==> src/rtl/brace_nesting_depth_guard_core_macros.svh <==
// Assertion macros shared by the brace nesting depth guard RTL.
// No dependencies; included by files that carry concurrent assertions.
`ifndef BRACE_NESTING_DEPTH_GUARD_CORE_MACROS_SVH
`define BRACE_NESTING_DEPTH_GUARD_CORE_MACROS_SVH

// Same-cycle implication, checked outside reset.
`define BDG_ASSERT_NOW(lbl, clk, rst, ante, cons) \
  lbl: assert property (@(posedge clk) disable iff (rst) (ante) |-> (cons)) \
    else $error("brace depth guard: same-cycle check failed");

// Next-cycle implication, checked outside reset.
`define BDG_ASSERT_NEXT(lbl, clk, rst, ante, cons) \
  lbl: assert property (@(posedge clk) disable iff (rst) (ante) |=> (cons)) \
    else $error("brace depth guard: next-cycle check failed");

`endif

==> src/rtl/bdg_pkg.sv <==
// Shared types and constants for the brace nesting depth guard.
// No dependencies; imported by every module of the block.
package bdg_pkg;

  localparam int unsigned DEPTH_W = 17;
  localparam int unsigned LIMIT_W = 16;
  localparam int unsigned MODE_W  = 4;

  localparam logic [LIMIT_W-1:0] RESET_LIMIT = 16'd1024;

  // Lexer modes. Codes not listed here behave like code mode.
  localparam logic [MODE_W-1:0] M_CODE      = 4'd0;
  localparam logic [MODE_W-1:0] M_CODE_DASH = 4'd1;
  localparam logic [MODE_W-1:0] M_DASH2     = 4'd2;
  localparam logic [MODE_W-1:0] M_DASH2_BRK = 4'd3;
  localparam logic [MODE_W-1:0] M_LINE      = 4'd4;
  localparam logic [MODE_W-1:0] M_BLOCK     = 4'd5;
  localparam logic [MODE_W-1:0] M_BLOCK_BRK = 4'd6;
  localparam logic [MODE_W-1:0] M_SQ        = 4'd7;
  localparam logic [MODE_W-1:0] M_SQ_ESC    = 4'd8;
  localparam logic [MODE_W-1:0] M_DQ        = 4'd9;
  localparam logic [MODE_W-1:0] M_DQ_ESC    = 4'd10;

  // Characters the lexer reacts to.
  localparam logic [7:0] CH_LBRACE = 8'h7B;
  localparam logic [7:0] CH_RBRACE = 8'h7D;
  localparam logic [7:0] CH_LBRACK = 8'h5B;
  localparam logic [7:0] CH_RBRACK = 8'h5D;
  localparam logic [7:0] CH_DASH   = 8'h2D;
  localparam logic [7:0] CH_SQUOTE = 8'h27;
  localparam logic [7:0] CH_DQUOTE = 8'h22;
  localparam logic [7:0] CH_BSLASH = 8'h5C;
  localparam logic [7:0] CH_NL     = 8'h0A;

  typedef struct packed {
    logic [MODE_W-1:0]  mode;
    logic [DEPTH_W-1:0] depth;
    logic               flag;
  } bdg_state_t;

  typedef struct packed {
    logic limit_exceeded;
    logic source_done;
  } bdg_result_t;

  localparam bdg_state_t STATE_RESET = '{mode: M_CODE, depth: '0, flag: 1'b0};

endpackage

==> src/rtl/bdg_lexer.sv <==
// Combinational per-byte scanner update: lexer mode, brace depth, sticky flag.
// Depends on bdg_pkg.
module bdg_lexer (
  input  bdg_pkg::bdg_state_t          cur,
  input  logic [7:0]                   byte_in,
  input  logic [bdg_pkg::LIMIT_W-1:0]  limit,
  output bdg_pkg::bdg_state_t          nxt
);
  import bdg_pkg::*;

  bdg_state_t        code_nxt;
  logic [DEPTH_W-1:0] depth_inc;

  assign depth_inc = cur.depth + {{(DEPTH_W-1){1'b0}}, 1'b1};

  // What a byte does when it is scanned as code.
  always_comb begin
    code_nxt      = cur;
    code_nxt.mode = M_CODE;
    if (byte_in == CH_DASH) begin
      code_nxt.mode = M_CODE_DASH;
    end else if (byte_in == CH_SQUOTE) begin
      code_nxt.mode = M_SQ;
    end else if (byte_in == CH_DQUOTE) begin
      code_nxt.mode = M_DQ;
    end else if (byte_in == CH_LBRACE) begin
      if (!cur.flag) begin
        code_nxt.depth = depth_inc;
        if (depth_inc > {1'b0, limit}) begin
          code_nxt.flag = 1'b1;
        end
      end
    end else if (byte_in == CH_RBRACE) begin
      if (!cur.flag && (cur.depth != '0)) begin
        code_nxt.depth = cur.depth - {{(DEPTH_W-1){1'b0}}, 1'b1};
      end
    end
  end

  always_comb begin
    nxt = cur;
    unique case (cur.mode) inside
      M_CODE_DASH: begin
        if (byte_in == CH_DASH) nxt.mode = M_DASH2;
        else                    nxt = code_nxt;
      end
      M_DASH2, M_DASH2_BRK: begin
        if (byte_in == CH_LBRACK) begin
          nxt.mode = (cur.mode == M_DASH2) ? M_DASH2_BRK : M_BLOCK;
        end else begin
          nxt.mode = (byte_in == CH_NL) ? M_CODE : M_LINE;
        end
      end
      M_LINE: begin
        nxt.mode = (byte_in == CH_NL) ? M_CODE : M_LINE;
      end
      M_BLOCK: begin
        nxt.mode = (byte_in == CH_RBRACK) ? M_BLOCK_BRK : M_BLOCK;
      end
      M_BLOCK_BRK: begin
        nxt.mode = (byte_in == CH_RBRACK) ? M_CODE : M_BLOCK;
      end
      M_SQ: begin
        if (byte_in == CH_BSLASH)      nxt.mode = M_SQ_ESC;
        else if (byte_in == CH_SQUOTE) nxt.mode = M_CODE;
      end
      M_SQ_ESC: nxt.mode = M_SQ;
      M_DQ: begin
        if (byte_in == CH_BSLASH)      nxt.mode = M_DQ_ESC;
        else if (byte_in == CH_DQUOTE) nxt.mode = M_CODE;
      end
      M_DQ_ESC: nxt.mode = M_DQ;
      default:  nxt = code_nxt;
    endcase
  end

endmodule

==> src/rtl/bdg_out_buf.sv <==
// Two-entry result buffer (output register plus skid entry).
// Depends on bdg_pkg.
module bdg_out_buf (
  input  logic                 clk,
  input  logic                 rst,
  input  logic                 push,
  input  bdg_pkg::bdg_result_t push_data,
  input  logic                 pop,
  output bdg_pkg::bdg_result_t head,
  output logic                 nonempty,
  output logic                 full
);
  import bdg_pkg::*;

  logic [1:0]  count;
  bdg_result_t r0;
  bdg_result_t r1;

  assign head     = r0;
  assign nonempty = (count != 2'd0);
  assign full     = (count == 2'd2);

  always_ff @(posedge clk) begin
    if (rst) begin
      count <= 2'd0;
    end else if (push && !pop) begin
      count <= count + 2'd1;
    end else if (!push && pop) begin
      count <= count - 2'd1;
    end
  end

  // The head takes new data when it is empty or drains in the same cycle;
  // otherwise a push lands in the skid entry.
  always_ff @(posedge clk) begin
    if (push && ((count == 2'd0) || ((count == 2'd1) && pop))) begin
      r0 <= push_data;
    end else if (pop && (count == 2'd2)) begin
      r0 <= r1;
    end
    if (push && (count == 2'd1) && !pop) begin
      r1 <= push_data;
    end
  end

endmodule

==> src/rtl/brace_nesting_depth_guard_core.sv <==
// Top level of the brace nesting depth guard: input register, lexer, result buffer.
// Depends on bdg_pkg, bdg_lexer, bdg_out_buf and brace_nesting_depth_guard_core_macros.svh.
//
//   Channel | Handshake                    | Payload
//   --------+------------------------------+-------------------------------------
//   in      | in_valid / in_stall          | source_byte[7:0], end_of_source
//   out     | out_valid / out_stall        | limit_exceeded, source_done
//   cfg     | cfg_we (no wait)             | cfg_wdata[15:0] -> nesting limit
//
// A request waits in the input register, is scanned on the cycle it leaves
// it and has its result registered in the buffer that drives the output.
// The sustained rate is one byte per cycle while the result buffer has room,
// set by the single lexer update per cycle. rst is synchronous and active
// high; it returns the scanner to code mode with zero depth and loads the
// limit with 1024. When out_stall holds, up to two results wait in the buffer
// and one more request sits in the input register before in_stall rises.
module brace_nesting_depth_guard_core (
  input  logic        clk,
  input  logic        rst,
  // Input channel.
  input  logic        in_valid,
  output logic        in_stall,
  input  logic [7:0]  source_byte,
  input  logic        end_of_source,
  // Output channel.
  output logic        out_valid,
  input  logic        out_stall,
  output logic        limit_exceeded,
  output logic        source_done,
  // Configuration write port.
  input  logic        cfg_we,
  input  logic [15:0] cfg_wdata
);
  import bdg_pkg::*;

  `include "brace_nesting_depth_guard_core_macros.svh"

  // Configuration register: the greatest allowed brace depth.
  logic [LIMIT_W-1:0] nesting_limit;

  always_ff @(posedge clk) begin
    if (rst) begin
      nesting_limit <= RESET_LIMIT;
    end else if (cfg_we) begin
      nesting_limit <= cfg_wdata;
    end
  end

  // Input register. It is refilled whenever it empties in the same cycle,
  // so a request can enter every cycle while the result buffer has room.
  logic       s1_valid;
  logic [7:0] s1_byte;
  logic       s1_eos;
  logic       in_take;
  logic       push;
  logic       buf_full;

  assign in_stall = s1_valid && buf_full;
  assign in_take  = in_valid && !in_stall;
  assign push     = s1_valid && !buf_full;

  always_ff @(posedge clk) begin
    if (rst) begin
      s1_valid <= 1'b0;
    end else if (in_take) begin
      s1_valid <= 1'b1;
    end else if (push) begin
      s1_valid <= 1'b0;
    end
  end

  always_ff @(posedge clk) begin
    if (in_take) begin
      s1_byte <= source_byte;
      s1_eos  <= end_of_source;
    end
  end

  // Scanner state advances exactly when a byte leaves the input register.
  bdg_state_t state;
  bdg_state_t state_next;
  bdg_state_t lex_next;

  bdg_lexer u_lexer (
    .cur     (state),
    .byte_in (s1_byte),
    .limit   (nesting_limit),
    .nxt     (lex_next)
  );

  // The final byte of a source reports its verdict and then clears the scanner.
  always_comb begin
    state_next = state;
    if (push) begin
      state_next = s1_eos ? STATE_RESET : lex_next;
    end
  end

  always_ff @(posedge clk) begin
    if (rst) begin
      state <= STATE_RESET;
    end else begin
      state <= state_next;
    end
  end

  // Result buffer: the flag after this byte, and the end-of-source echo.
  bdg_result_t res_in;
  bdg_result_t res_head;
  logic        pop;

  assign res_in.limit_exceeded = lex_next.flag;
  assign res_in.source_done    = s1_eos;
  assign pop                   = out_valid && !out_stall;

  bdg_out_buf u_out_buf (
    .clk       (clk),
    .rst       (rst),
    .push      (push),
    .push_data (res_in),
    .pop       (pop),
    .head      (res_head),
    .nonempty  (out_valid),
    .full      (buf_full)
  );

  assign limit_exceeded = res_head.limit_exceeded;
  assign source_done    = res_head.source_done;

  // The scanner is back in its reset state after the last byte of a source.
  `BDG_ASSERT_NEXT(a_eos_clears, clk, rst, push && s1_eos, state == STATE_RESET)
  // The flag stays set for the rest of the source.
  `BDG_ASSERT_NEXT(a_flag_sticky, clk, rst, push && !s1_eos && state.flag, state.flag)
  // Once flagged, the depth no longer moves.
  `BDG_ASSERT_NEXT(a_depth_frozen, clk, rst, push && !s1_eos && state.flag, $stable(state.depth))
  // The scanner only moves when a byte is handed to the result buffer.
  `BDG_ASSERT_NEXT(a_state_holds, clk, rst, !push, $stable(state))

endmodule

==> config.mk <==
export PLATFORM = sky130hd
export DESIGN_NAME = brace_nesting_depth_guard_core
export DESIGN_NICKNAME = d
export VERILOG_FILES = /design/src/rtl/bdg_pkg.sv /design/src/rtl/bdg_lexer.sv /design/src/rtl/bdg_out_buf.sv /design/src/rtl/brace_nesting_depth_guard_core.sv
export VERILOG_INCLUDE_DIRS = /design/src /design/src/rtl
export SDC_FILE = /design/constraint.sdc
export NUM_CORES = 1
export LEC_CHECK = 0
export BUFFER_PORTS_ARGS = -buffer_cell sky130_fd_sc_hd__buf_2
export CAP_MARGIN = 20
export CORE_AREA = 2 2 79 157
export CTS_CLUSTER_SIZE = 16
export DETAILED_ROUTE_END_ITERATION = 16
export DIE_AREA = 0 0 81 159
export PLACE_DENSITY_LB_ADDON = 0.3
export SYNTH_ARGS = -nofsm -noshare
export SYNTH_HDL_FRONTEND = slang
export SYNTH_SLANG_ARGS = --single-unit
export TNS_END_PERCENT = 20
==> constraint.sdc <==
create_clock -name clk -period 4.5 [get_ports clk]
set_clock_uncertainty 0.15 [all_clocks]
set_input_delay 0 -clock clk [delete_from_list [all_inputs] [get_ports clk]]
set_output_delay 0 -clock clk [all_outputs]
set_load 0.005 [all_outputs]
==> results.yml <==
pwr:
  p_leak_nw: 1.81
  power_density_nw_per_um2: 270
  power.total_mw: 1.25
  ir_worst_vdd_v: 0.000270
floorplan:
  dieArea_sq_um: 12900
  initial_core_util: 0.347
  die_width_um: 81
  core_area_sq_um: 11600
  rows: 56
  io-pin-count: 34
  dieHeight_um: 159
routing:
  drc: 0
  first_pass_iters: 4
  wl_per_cell_um: 18.6
  dr_total_vias: 3876
  viasPerCell: 5.86
  drt-total-wl_um: 12300
  ant_nets: 0
  drtIter0Drc: 212
layout:
  area_growth_pct: 15.2
  multi_input_area_sq_um: 2520
  fillers: 1240
  final_core_util: 0.399
  diodes: 0
  nets: 567
  seq_area_sq_um: 1210
  drive_gt1_frac: 0.140
worst_hold_path:
  hold_path.startpoint: "cfg_we"
  hold_path_depth: 3
  hold_class: "input port to register"
  holdPathEnd: "nesting_limit[10]"
clock_tree:
  clk_pin_slew_worst_paths_ns: 0.07
  clockBufferDepth: 2
  clk_latency_ns: 0.30
  postCtsSetupRepairBufs: 0
  cts_buffers: 5
  ctsResizeCount: 0
  cts.sinks: 54
  ctsHtreeMaxLevel: 2
  cts_tree: "built"
  cts_root_buf: "clkbuf_16"
  ctsHoldBuffers: 26
global_route:
  grt_pass1_wl_um: 18900
  grt_remaining_overflow: 0
  grt_busiest_layer: "met2"
  grt_pass1_vias: 3782
  antenna_found_initial: 0
  grt_max_degree: 31
  grt_use_met2: 0.358
  grtUsageMet1: 0.182
  grt_util_all_layers: 0.193
  use_met3: 0.0244
job:
  drv_cap: 0
critical_path:
  cpMaxStageDelayCell: "or4_1"
  crit_required_ns: 4.40
  worstReg2RegStart: "state[1]"
  crit_chain: "ha_1, nand4_1, nor4_1, buf_4, and3_1, xor2_1, ha_1, nand3_1, nor4_1, o31a_1, or4_1, a31oi_1, a21oi_1"
  cp_num_buf_inv: 1
  cp-end-kind: "register"
  critical-path-top-delay-family: "simple AND/OR/NAND/NOR gates"
  cp_max_fo: 7
  worst_path_largest_cell_delay_ns: 0.56
  cp.arrival_ns: 3.53
  critPathKind: "register to register"
  r2r-end: "u_out_buf.head[1]"
  r2r_cells: 13
  crit_path_start_kind: "register"
  r2r_slack_ns: 0.87
logic_synthesis:
  synth_xor_area_frac: 0.0521
  synth_nets: 526
  ys_seq_area_frac: 0.300
  synth-compound-area-share: 0.194
  synth_top_family_by_area: "simple AND/OR/NAND/NOR gates"
  syn_inst: 474
  syn_area_sq_um: 4030
  synth_fa_ha_area_frac: 0.0683
  yosys_warnings: 0
  async_reset_ff_frac: 0
  synth_edf_count: 13
  syn_area_per_cell_sq_um: 8.50
  synth-seq-cells: 54
  ys_types: 84
  synthFlopType: "dfxtp_1"
  synthSimpleGateAreaFrac: 0.268
  muxShareOfSynthArea: 0.0428
timing:
  finalWorstPathRequiredPeriod_ns: 3.63
  relSlewSlack: 0.495
  hold_viol: 0
  rsz0062_at_grt: "no"
  tightest_slew_ns: 0.750
  setup_viol: 0
  max_freq_ghz: 0.275
  drv_slew: 0
  post-route-period-util: 0.807
  setup_tns_ns: 0
placement:
  place.port_buffers: 33
  place_hpwl_um: 9450
  gp_congestion: 0.992
status:
  status: "finished clean"
sequential cells by signal (all words and copies together), names as in the netlist:
register,cells
s1_byte,8
u_out_buf.r1,2
nesting_limit,16
u_out_buf.count,2
s1_eos,1
u_out_buf.head,2
state,22
s1_valid,1
tightest hold or removal path, stage by stage:
cell      delay [ns]
buf_2           0.25
nand2_1         0.12
o211ai_1        0.07
synth_stat cells, types with 14 or more instances:
cell type | n | area (sq um)
nor2_1 | 50 | 188
xnor2_1 | 14 | 123
nand2_1 | 27 | 101
nand3_1 | 17 | 85.1
ha_1 | 22 | 275
o21ai_0 | 19 | 95.1
a21oi_1 | 25 | 125
inv_1 | 30 | 113
nor3_1 | 14 | 70.1
dfxtp_1 | 41 | 821
mux2i_1 | 15 | 150
cells in the final DEF, fill, tap and decap left out, types with 8 or more instances in the layout:
cell and instances:
ha_1 22, nand3_1 17, xnor2_1 14, nor2_1 50, mux2i_1 15, edfxtp_1 13
xor2_1 10, buf_2 33, dlygate4sd3_1 26, a21oi_1 25, nor3_1 14, nor2b_1 9
o21ai_0 19, nand4_1 13, inv_1 30, dfxtp_1 41, nand2_1 27, a31oi_1 8
nor4_1 10
layer usage:
layer | part of all wire | up-vias
li1 | - | 1826
met1 | 0.34 | 1862
met2 | 0.54 | 128
met3 | 0.031 | 60
met4 | 0.088 | 0
met5 | 0 | -
per-stage QoR:
stage / instance area [sq um] / hold WS [ns] / cells / setup WS, ns
2_1_floorplan: 4030 / -0.0511 / 474 / 1.18
3_3_place_gp: 4220 / 0.0288 / 627 / 0.977
3_5_place_dp: 4220 / 0.0283 / 627 / 0.925
4_1_cts: 4640 / 0.0656 / 661 / 0.886
5_1_grt: 4640 / 0.101 / 661 / 0.619
6_report: 4640 / 0.0580 / 661 / 0.868
where the power goes:
group          leakage, nW  switching (mW)  internal (mW)
logic                 1.27           0.132          0.103
registers            0.459          0.0263          0.532
clock network       0.0818           0.197          0.264
logic make-up after synthesis:
family / count (synthesis)
AOI/OAI and AO/OA: 112
xor gates and xnor gates: 24
adders and majority gates: 22
buffers and inverters: 59
DFF: 54
muxes: 17
and+or+nand+nor: 186
area by class of cell:
class / count / share of cell area
inverters: 31 / 0.0251
well taps: 145 / 0.0391
clock buffers: 5 / 0.0269
flip-flops and latches: 54 / 0.261
clock inverters: 3 / 0.00916
repair buffers: 62 / 0.0964
multi-input cells: 361 / 0.543
how the worst max path moves through the flow:
stage	start	end	slack [ns]	cells past startpoint
after global routing	state[1]	u_out_buf.head[1]	0.62	13
after CTS	state[1]	u_out_buf.head[1]	0.89	13
after floorplan	state[1]	u_out_buf.head[1]	1.18	12
after detailed placement	state[1]	u_out_buf.head[1]	0.92	13
after global placement	state[1]	u_out_buf.head[1]	0.98	13
final	state[1]	u_out_buf.head[1]	0.87	13
(Power assumes the default switching activity.)
